### src/fqks_pkg.sv
// fqks_pkg: shared constants, codes, types and key normalisation for the key search queue.
// No dependencies; used by every module of the block except fqks_ram.
package fqks_pkg;

    localparam int QUEUE_DEPTH = 16;
    localparam int KEY_CHARS   = 29;
    localparam int KEY_W       = KEY_CHARS * 8;
    localparam int IDX_W       = $clog2(QUEUE_DEPTH);
    localparam int CNT_W       = $clog2(QUEUE_DEPTH + 1);
    localparam int POS_W       = 5;
    localparam int SERVED_W    = 16;

    typedef enum logic [1:0] {
        FUNC_ENQUEUE = 2'd0,
        FUNC_DEQUEUE = 2'd1,
        FUNC_SEARCH  = 2'd2,
        FUNC_READ    = 2'd3
    } func_t;

    typedef enum logic [1:0] {
        ST_OK        = 2'd0,
        ST_EMPTY     = 2'd1,
        ST_FULL      = 2'd2,
        ST_NOT_FOUND = 2'd3
    } status_t;

    typedef enum logic [2:0] {
        S_IDLE     = 3'd0,
        S_DISPATCH = 3'd1,
        S_FILL     = 3'd2,
        S_SCAN     = 3'd3,
        S_RESULT   = 3'd4
    } state_t;

    typedef struct packed {
        logic    capture;
        logic    enq;
        logic    deq;
        logic    scan_start;
        logic    scan_adv;
        logic    scan_cnt_inc;
        logic    res_load;
        status_t res_status;
        logic    res_pos;
        logic    out_load;
    } dp_cmd_t;

    typedef struct packed {
        func_t func;
        logic  empty;
        logic  full;
        logic  hit;
        logic  scan_last;
        logic  out_free;
    } dp_stat_t;

    function automatic logic [KEY_W-1:0] normalize_key(input logic [KEY_W-1:0] key);
        logic [KEY_CHARS-1:0] zero;
        logic [KEY_W-1:0]     res;
        res = key;
        for (int i = 0; i < KEY_CHARS; i++)
        begin
            zero[i] = (key[8*i +: 8] == 8'd0);
        end
        for (int i = 1; i < KEY_CHARS; i++)
        begin
            if ((zero & ((KEY_CHARS'(1) << i) - KEY_CHARS'(1))) != '0)
            begin
                res[8*i +: 8] = 8'd0;
            end
        end
        return res;
    endfunction

endpackage

### src/fqks_ram.sv
// fqks_ram: generic single-port-write, single-port-read RAM with registered read data.
// No dependencies.
module fqks_ram #(
    parameter int WIDTH = 8,
    parameter int DEPTH = 16
) (
    input  logic                     clk,
    input  logic                     we,
    input  logic [$clog2(DEPTH)-1:0] waddr,
    input  logic [WIDTH-1:0]         wdata,
    input  logic [$clog2(DEPTH)-1:0] raddr,
    output logic [WIDTH-1:0]         rdata
);

    logic [WIDTH-1:0] mem [DEPTH];
    logic [WIDTH-1:0] rdata_reg;

    always_ff @(posedge clk)
    begin
        if (we)
        begin
            mem[waddr] <= wdata;
        end
        rdata_reg <= mem[raddr];
    end

    assign rdata = rdata_reg;

endmodule

### src/fqks_ctrl.sv
// fqks_ctrl: sequencing state machine for the key search queue.
// Depends on fqks_pkg; drives the datapath through dp_cmd_t and reads dp_stat_t.
module fqks_ctrl (
    input  logic               clk,
    input  logic               rst_n,
    input  logic               in_valid,
    output logic               in_stall,
    input  fqks_pkg::dp_stat_t stat,
    output fqks_pkg::dp_cmd_t  cmd
);

    fqks_pkg::state_t state_reg;
    fqks_pkg::state_t state_next;

    always_ff @(posedge clk or negedge rst_n)
    begin
        if (!rst_n)
        begin
            state_reg <= fqks_pkg::S_IDLE;
        end
        else
        begin
            state_reg <= state_next;
        end
    end

    always_comb
    begin
        state_next = state_reg;
        case (state_reg)
            fqks_pkg::S_IDLE:
            begin
                if (in_valid)
                begin
                    state_next = fqks_pkg::S_DISPATCH;
                end
            end
            fqks_pkg::S_DISPATCH:
            begin
                if (stat.func == fqks_pkg::FUNC_SEARCH && !stat.empty)
                begin
                    state_next = fqks_pkg::S_FILL;
                end
                else
                begin
                    state_next = fqks_pkg::S_RESULT;
                end
            end
            fqks_pkg::S_FILL:
            begin
                state_next = fqks_pkg::S_SCAN;
            end
            fqks_pkg::S_SCAN:
            begin
                if (stat.hit || stat.scan_last)
                begin
                    state_next = fqks_pkg::S_RESULT;
                end
            end
            fqks_pkg::S_RESULT:
            begin
                if (stat.out_free)
                begin
                    state_next = fqks_pkg::S_IDLE;
                end
            end
            default:
            begin
                state_next = fqks_pkg::S_IDLE;
            end
        endcase
    end

    always_comb
    begin
        cmd            = '0;
        cmd.res_status = fqks_pkg::ST_OK;
        in_stall       = 1'b1;
        case (state_reg)
            fqks_pkg::S_IDLE:
            begin
                in_stall    = 1'b0;
                cmd.capture = in_valid;
            end
            fqks_pkg::S_DISPATCH:
            begin
                cmd.res_load = 1'b1;
                case (stat.func)
                    fqks_pkg::FUNC_ENQUEUE:
                    begin
                        if (stat.full)
                        begin
                            cmd.res_status = fqks_pkg::ST_FULL;
                        end
                        else
                        begin
                            cmd.enq = 1'b1;
                        end
                    end
                    fqks_pkg::FUNC_DEQUEUE:
                    begin
                        if (stat.empty)
                        begin
                            cmd.res_status = fqks_pkg::ST_EMPTY;
                        end
                        else
                        begin
                            cmd.deq = 1'b1;
                        end
                    end
                    fqks_pkg::FUNC_SEARCH:
                    begin
                        cmd.res_status = fqks_pkg::ST_NOT_FOUND;
                        cmd.scan_start = !stat.empty;
                    end
                    default:
                    begin
                        cmd.res_status = fqks_pkg::ST_OK;
                    end
                endcase
            end
            fqks_pkg::S_FILL:
            begin
                cmd.scan_adv = 1'b1;
            end
            fqks_pkg::S_SCAN:
            begin
                if (stat.hit)
                begin
                    cmd.res_load   = 1'b1;
                    cmd.res_status = fqks_pkg::ST_OK;
                    cmd.res_pos    = 1'b1;
                end
                else if (stat.scan_last)
                begin
                    cmd.res_load   = 1'b1;
                    cmd.res_status = fqks_pkg::ST_NOT_FOUND;
                end
                else
                begin
                    cmd.scan_adv     = 1'b1;
                    cmd.scan_cnt_inc = 1'b1;
                end
            end
            fqks_pkg::S_RESULT:
            begin
                cmd.out_load = stat.out_free;
            end
            default:
            begin
                in_stall = 1'b1;
            end
        endcase
    end

endmodule

### src/fqks_dp.sv
// fqks_dp: key store, queue pointers, served counter, scan logic and output register.
// Depends on fqks_pkg and fqks_ram; obeys dp_cmd_t from fqks_ctrl.
module fqks_dp (
    input  logic                              clk,
    input  logic                              rst_n,
    input  fqks_pkg::dp_cmd_t                 cmd,
    output fqks_pkg::dp_stat_t                stat,
    input  logic [1:0]                        func,
    input  logic [63:0]                       key_bytes_a,
    input  logic [63:0]                       key_bytes_b,
    input  logic [63:0]                       key_bytes_c,
    input  logic [39:0]                       key_bytes_d,
    output logic                              out_valid,
    input  logic                              out_stall,
    output logic [1:0]                        status,
    output logic [fqks_pkg::POS_W-1:0]        position,
    output logic [fqks_pkg::SERVED_W-1:0]     served_total
);

    localparam logic [fqks_pkg::IDX_W-1:0] LAST_IDX = fqks_pkg::IDX_W'(fqks_pkg::QUEUE_DEPTH - 1);
    localparam logic [fqks_pkg::CNT_W-1:0] FULL_CNT = fqks_pkg::CNT_W'(fqks_pkg::QUEUE_DEPTH);

    fqks_pkg::func_t                  func_reg;
    logic [fqks_pkg::KEY_W-1:0]       key_reg;
    logic [fqks_pkg::KEY_W-1:0]       rd_data;

    logic [fqks_pkg::IDX_W-1:0]       head_reg, head_next;
    logic [fqks_pkg::IDX_W-1:0]       tail_reg, tail_next;
    logic [fqks_pkg::CNT_W-1:0]       count_reg, count_next;
    logic [fqks_pkg::SERVED_W-1:0]    served_reg, served_next;
    logic [fqks_pkg::IDX_W-1:0]       scan_idx_reg, scan_idx_next;
    logic [fqks_pkg::IDX_W-1:0]       scan_cnt_reg, scan_cnt_next;
    fqks_pkg::status_t                res_status_reg, res_status_next;
    logic [fqks_pkg::POS_W-1:0]       res_pos_reg, res_pos_next;
    logic                             out_valid_reg, out_valid_next;
    fqks_pkg::status_t                out_status_reg, out_status_next;
    logic [fqks_pkg::POS_W-1:0]       out_pos_reg, out_pos_next;
    logic [fqks_pkg::SERVED_W-1:0]    out_served_reg, out_served_next;
    logic [fqks_pkg::CNT_W-1:0]       scan_pos;

    function automatic logic [fqks_pkg::IDX_W-1:0] next_idx(input logic [fqks_pkg::IDX_W-1:0] i);
        return (i == LAST_IDX) ? '0 : i + fqks_pkg::IDX_W'(1);
    endfunction

    fqks_ram #(
        .WIDTH (fqks_pkg::KEY_W),
        .DEPTH (fqks_pkg::QUEUE_DEPTH)
    ) u_store (
        .clk   (clk),
        .we    (cmd.enq),
        .waddr (tail_reg),
        .wdata (key_reg),
        .raddr (scan_idx_reg),
        .rdata (rd_data)
    );

    always_ff @(posedge clk)
    begin
        if (cmd.capture)
        begin
            func_reg <= fqks_pkg::func_t'(func);
            key_reg  <= fqks_pkg::normalize_key({key_bytes_d, key_bytes_c,
                                                 key_bytes_b, key_bytes_a});
        end
    end

    assign scan_pos = fqks_pkg::CNT_W'(scan_cnt_reg) + fqks_pkg::CNT_W'(1);

    always_comb
    begin
        head_next       = head_reg;
        tail_next       = tail_reg;
        count_next      = count_reg;
        served_next     = served_reg;
        scan_idx_next   = scan_idx_reg;
        scan_cnt_next   = scan_cnt_reg;
        res_status_next = res_status_reg;
        res_pos_next    = res_pos_reg;
        out_valid_next  = out_valid_reg && out_stall;
        out_status_next = out_status_reg;
        out_pos_next    = out_pos_reg;
        out_served_next = out_served_reg;
        if (cmd.enq)
        begin
            tail_next  = next_idx(tail_reg);
            count_next = count_reg + fqks_pkg::CNT_W'(1);
        end
        if (cmd.deq)
        begin
            head_next  = next_idx(head_reg);
            count_next = count_reg - fqks_pkg::CNT_W'(1);
            if (served_reg != '1)
            begin
                served_next = served_reg + fqks_pkg::SERVED_W'(1);
            end
        end
        if (cmd.scan_start)
        begin
            scan_idx_next = head_reg;
            scan_cnt_next = '0;
        end
        if (cmd.scan_adv)
        begin
            scan_idx_next = next_idx(scan_idx_reg);
        end
        if (cmd.scan_cnt_inc)
        begin
            scan_cnt_next = scan_cnt_reg + fqks_pkg::IDX_W'(1);
        end
        if (cmd.res_load)
        begin
            res_status_next = cmd.res_status;
            res_pos_next    = cmd.res_pos ? fqks_pkg::POS_W'(scan_pos) : '0;
        end
        if (cmd.out_load)
        begin
            out_valid_next  = 1'b1;
            out_status_next = res_status_reg;
            out_pos_next    = res_pos_reg;
            out_served_next = served_reg;
        end
    end

    always_ff @(posedge clk or negedge rst_n)
    begin
        if (!rst_n)
        begin
            head_reg      <= '0;
            tail_reg      <= '0;
            count_reg     <= '0;
            served_reg    <= '0;
            out_valid_reg <= 1'b0;
        end
        else
        begin
            head_reg      <= head_next;
            tail_reg      <= tail_next;
            count_reg     <= count_next;
            served_reg    <= served_next;
            out_valid_reg <= out_valid_next;
        end
    end

    always_ff @(posedge clk)
    begin
        scan_idx_reg   <= scan_idx_next;
        scan_cnt_reg   <= scan_cnt_next;
        res_status_reg <= res_status_next;
        res_pos_reg    <= res_pos_next;
        out_status_reg <= out_status_next;
        out_pos_reg    <= out_pos_next;
        out_served_reg <= out_served_next;
    end

    assign stat.func      = func_reg;
    assign stat.empty     = (count_reg == '0);
    assign stat.full      = (count_reg == FULL_CNT);
    assign stat.hit       = (rd_data == key_reg);
    assign stat.scan_last = (scan_pos == count_reg);
    assign stat.out_free  = !out_valid_reg || !out_stall;

    assign out_valid    = out_valid_reg;
    assign status       = out_status_reg;
    assign position     = out_pos_reg;
    assign served_total = out_served_reg;

endmodule

### src/fifo_queue_with_key_search.sv
// fifo_queue_with_key_search: top level of the key search queue; joins fqks_ctrl and fqks_dp.
// Depends on fqks_pkg, fqks_ctrl, fqks_dp and fqks_ram.
// Each transfer in passes through S_DISPATCH and S_RESULT; a search of a non-empty queue also
// passes through S_FILL and S_SCAN, comparing N entries one per cycle (at most QUEUE_DEPTH).
// No new transfer is taken (in_stall high) until the result is loaded into the output register.
// Reset (rst_n, asynchronous) empties the queue and clears the served count; no clearing pass.
module fifo_queue_with_key_search (
    input  logic                          clk,
    input  logic                          rst_n,
    input  logic                          in_valid,
    output logic                          in_stall,
    input  logic [1:0]                    func,
    input  logic [63:0]                   key_bytes_a,
    input  logic [63:0]                   key_bytes_b,
    input  logic [63:0]                   key_bytes_c,
    input  logic [39:0]                   key_bytes_d,
    output logic                          out_valid,
    input  logic                          out_stall,
    output logic [1:0]                    status,
    output logic [fqks_pkg::POS_W-1:0]    position,
    output logic [fqks_pkg::SERVED_W-1:0] served_total
);

    fqks_pkg::dp_cmd_t  cmd;
    fqks_pkg::dp_stat_t stat;

    fqks_ctrl u_ctrl (
        .clk      (clk),
        .rst_n    (rst_n),
        .in_valid (in_valid),
        .in_stall (in_stall),
        .stat     (stat),
        .cmd      (cmd)
    );

    fqks_dp u_dp (
        .clk          (clk),
        .rst_n        (rst_n),
        .cmd          (cmd),
        .stat         (stat),
        .func         (func),
        .key_bytes_a  (key_bytes_a),
        .key_bytes_b  (key_bytes_b),
        .key_bytes_c  (key_bytes_c),
        .key_bytes_d  (key_bytes_d),
        .out_valid    (out_valid),
        .out_stall    (out_stall),
        .status       (status),
        .position     (position),
        .served_total (served_total)
    );

endmodule

### config.mk
export PLATFORM = sky130hd
export DESIGN_NAME = fifo_queue_with_key_search
export DESIGN_NICKNAME = d
export VERILOG_FILES = /design/src/fqks_pkg.sv /design/src/fqks_ram.sv /design/src/fqks_ctrl.sv /design/src/fqks_dp.sv /design/src/fifo_queue_with_key_search.sv
export SDC_FILE = /design/constraint.sdc
export NUM_CORES = 2
export LEC_CHECK = 0
export BUFFER_PORTS_ARGS = -buffer_cell sky130_fd_sc_hd__buf_2
export CAP_MARGIN = 15
export CORE_AREA = 2 2 597 599
export DETAILED_ROUTE_END_ITERATION = 8
export DIE_AREA = 0 0 599 601
export PLACE_DENSITY = 0.63
export SYNTH_ARGS = -nofsm -noshare
export SYNTH_HDL_FRONTEND = slang
export SYNTH_SLANG_ARGS = --single-unit
### constraint.sdc
create_clock -name clk -period 110.7 [get_ports clk]
set_clock_uncertainty 0.05 [all_clocks]
set_input_delay 5.535 -clock clk [delete_from_list [all_inputs] [get_ports clk]]
set_output_delay 5.535 -clock clk [all_outputs]
set_load 0.02 [all_outputs]
==> flow_summary.ini <==
[timing]
report.final.slew_viol_count = 0
clock.fmax_ghz = 0.1175
fin_crit_ps = 8511
max_slew_margin_pct = 14.18
fin_crit_sh_pct = 7.688
tns_ps = 0
hold_viol_final = 0
worst_slew_pin_slew_ps = 1276
grt_setup_unrepaired = false
setup_viol = 0
final.setup.worst_slack_ps = 102190

[grt]
use_met3_pct = 2.824
antenna_found_initial = 34
grt.total_usage_pct = 22.14
grtUsageMet2_pct = 36.37
busiest_layer = met2
grtUsageMet1_pct = 31.47
grt_pass1_vias = 74580
grt-ovfl-total = 0
grt_max_degree = 140
grt_pass1_wl_mm = 564.1

[floorplan]
num_rows = 219
dieArea_mm2 = 0.3600
die_height_um = 601
coreArea_mm2 = 0.3540
initial_core_util_pct = 44.78
die_x_um = 599
num_io_pins = 263

[clock_network]
cts_resized = 0
clk_pin_slew_ps = 60
cts_root_buffer = clkbuf_16
clockBufferDepth = 4
cts_tree = done
cts_setup_buffers = 0
cts_buffers = 425
cts_hold_buf = 0
htreeDepth = 5
clkSinkCount = 4249
insertion_delay_ps = 980

[logic_synthesis]
yosysWarnings = 0
async_reset_ff_share_pct = 0.7767
syn_area_mm2 = 0.1585
synth_most_common_cell = edfxtp_1
yosysUniqueCellTypes = 64
netlist_top_cells_count = 3984 x edfxtp_1, 1146 x mux4_2, 232 x dfxtp_1
syn_nets = 6918
ys.flop_type = edfxtp_1
syn_inst = 6668
syn_avg_cell_area_um2 = 23.77
synth_seq_cells = 4249
synth_top_cell_area_share_pct = 75.47
synth_edf_count = 3984
synth_top_area_cell = edfxtp_1
synth_area_leaders = edfxtp_1 75%, mux4_2 16%, dfxtp_1 2.9%
ys_seq_area_share_pct = 78.92

[setup_path]
critPathKind = in -> reg
critPathArrivalTime_ps = 9290
worst-path-stages = 9
reg2reg_from = u_dp.scan_idx_reg[0]$_DFFE_PP_
crit_chain = buf_2 > nor4_1 > nand2_1 > nand3_1 > a2111oi_4 > buf_4 > nand3_1 > a21oi_1 > and2_1
worst_path_most_repeated_cell = nand3_1
critPathMaxFanout = 12
end_kind = flop
critPathLaunchType = input port
crit_family = simple AND/OR/NAND/NOR gates
r2r_slack_ps = 104970
worst_r2r_endpoint = u_dp.u_store.rdata[164]$_DFF_P_
cpPeakStageDelay_ps = 960
crit_required_ps = 111470
cp.buffers_inverters = 2
crit_slowest_cell = a21oi_1
reg2reg_depth = 7

[detailed_routing]
route.detailed.wl_per_inst_um = 32.44
drtIter0Drc = 9346
drcViolationCount = 0
vias = 73120
wirelength_mm = 401.5
postRouteAntennaNets = 0
drtPass1Iterations = 5
vias_per_cell = 5.908

[placed_design]
routabilityCongestion = 0.7822
preCtsSetupSlack_ps = 101110
hpwl_mm = 221.3
placed_cell_area_mm2 = 0.1664
io_buffers = 262

[run]
cap_viol_max_count = 0

[final_layout]
largest_reg_flops = 3712
seqCellArea_mm2 = 0.1251
final_layout_size_suffix_gt1_share_pct = 29.72
design_area_mm2 = 0.1804
synthToLayoutAreaGrowth_pct = 13.82
nets = 7496
multiInputGateArea_mm2 = 0.03217
num-fill-cells = 27440

[power_and_ir_drop]
p_leak_uw = 0.05696
powerDensity_mw_per_mm2 = 23.93
peakVddDrop_uv = 18.38

[hold_path]
holdPathEnd = u_dp.position[3]$_DFFE_PP_
hp-start = u_dp.res_pos_reg[3]$_SDFFCE_PN0P_
holdCritPathClass = reg -> reg
hold_depth = 0

[outcome]
status = finished, final reports clean
==> per-stage QoR <==
stage               instances  power, uW  hold WS (ps)  util (%)
detailed placement      11570       2923         354.5     47.00
CTS                     12370       4356         373.3     50.95
floorplan                6668       2604         350.3         -
finish                  12380       4317         372.3     50.97
global placement        11570       2912         359.0     46.99
global route            12370       4459         399.1     50.96
==> placed cells by master, fill, tap and decap left out, types with 8 or more instances in the layout <==
cell type      n
bufinv_16     37
inv_6         10
o22ai_1       13
clkinv_2      88
buf_4        146
clkbuf_16    432
buf_12        19
diode_2        8
xnor2_1      159
ha_1          11
nand2b_1      18
a211oi_1      14
dfrtp_1       33
and2_1       145
xor2_1        57
clkbuf_8      39
inv_1         91
mux4_2      1146
clkbuf_1     117
clkinv_1      45
nor4_1        70
dfxtp_1      232
nor2b_1       15
buf_2        265
mux2i_1       16
and3_1        64
nand4_1       47
nand2_1       49
clkinvlp_4    13
a21oi_1       26
nand3_1       18
o21ai_0       13
edfxtp_1    3984
nor2_1        63
==> kinds of logic (layout without fill, tap and decap cells) <==
group	count (synthesis)	after routing	share of synthesized area, %
AO/OA/AOI/OAI	111	111	0.5028
buffers and inverters	372	1322	0.9022
XOR/XNOR	218	218	1.204
adder cells (fa/ha/maj)	12	12	0.09945
flip-flops	4249	4249	78.92
AND/OR/NAND/NOR	537	537	1.940
multiplexers	1169	1169	16.43
other	0	8	0
==> per-layer routing <==
layer	routed length (um)	part of all wire, %
met1	163900	41
met2	198400	49
met3	28320	7.1
met4	10870	2.7
met5	27	0.0067
==> worst max-delay path by stage <==
stage | start | to | slack [ps]
3_5_place_dp | key_bytes_a[56] | u_dp.key_reg[169]$_SDFFCE_PP0P_ | 101110
5_1_grt | key_bytes_a[56] | u_dp.key_reg[170]$_SDFFCE_PP0P_ | 102180
4_1_cts | key_bytes_a[56] | u_dp.key_reg[169]$_SDFFCE_PP0P_ | 102150
2_1_floorplan | u_ctrl.state_reg[0]$_DFFE_PN0P_ | u_dp.u_store.mem[15][0]$_DFFE_PP_ | 72120
6_report | key_bytes_a[56] | u_dp.key_reg[169]$_SDFFCE_PP0P_ | 102190
3_3_place_gp | key_bytes_a[56] | u_dp.key_reg[169]$_SDFFCE_PP0P_ | 101300
==> final cells by class <==
class                   instances  share of cell area (%)
diodes                          8                 0.01110
clock buffers                 588                   6.532
clock inverters               211                   1.234
inverters                      91                  0.1893
multi-input cells            2047                   17.83
flip-flops and latches       4249                   69.34
well taps                    4751                   3.295
repair buffers                432                   1.577
==> power by group <==
| group | internal (uW) | switching [uW] |
|---|---|---|
| combinational | 388 | 447 |
| sequential | 1920 | 119 |
| clock | 832 | 608 |
Note: power is estimated with default switching activity, not from simulation.
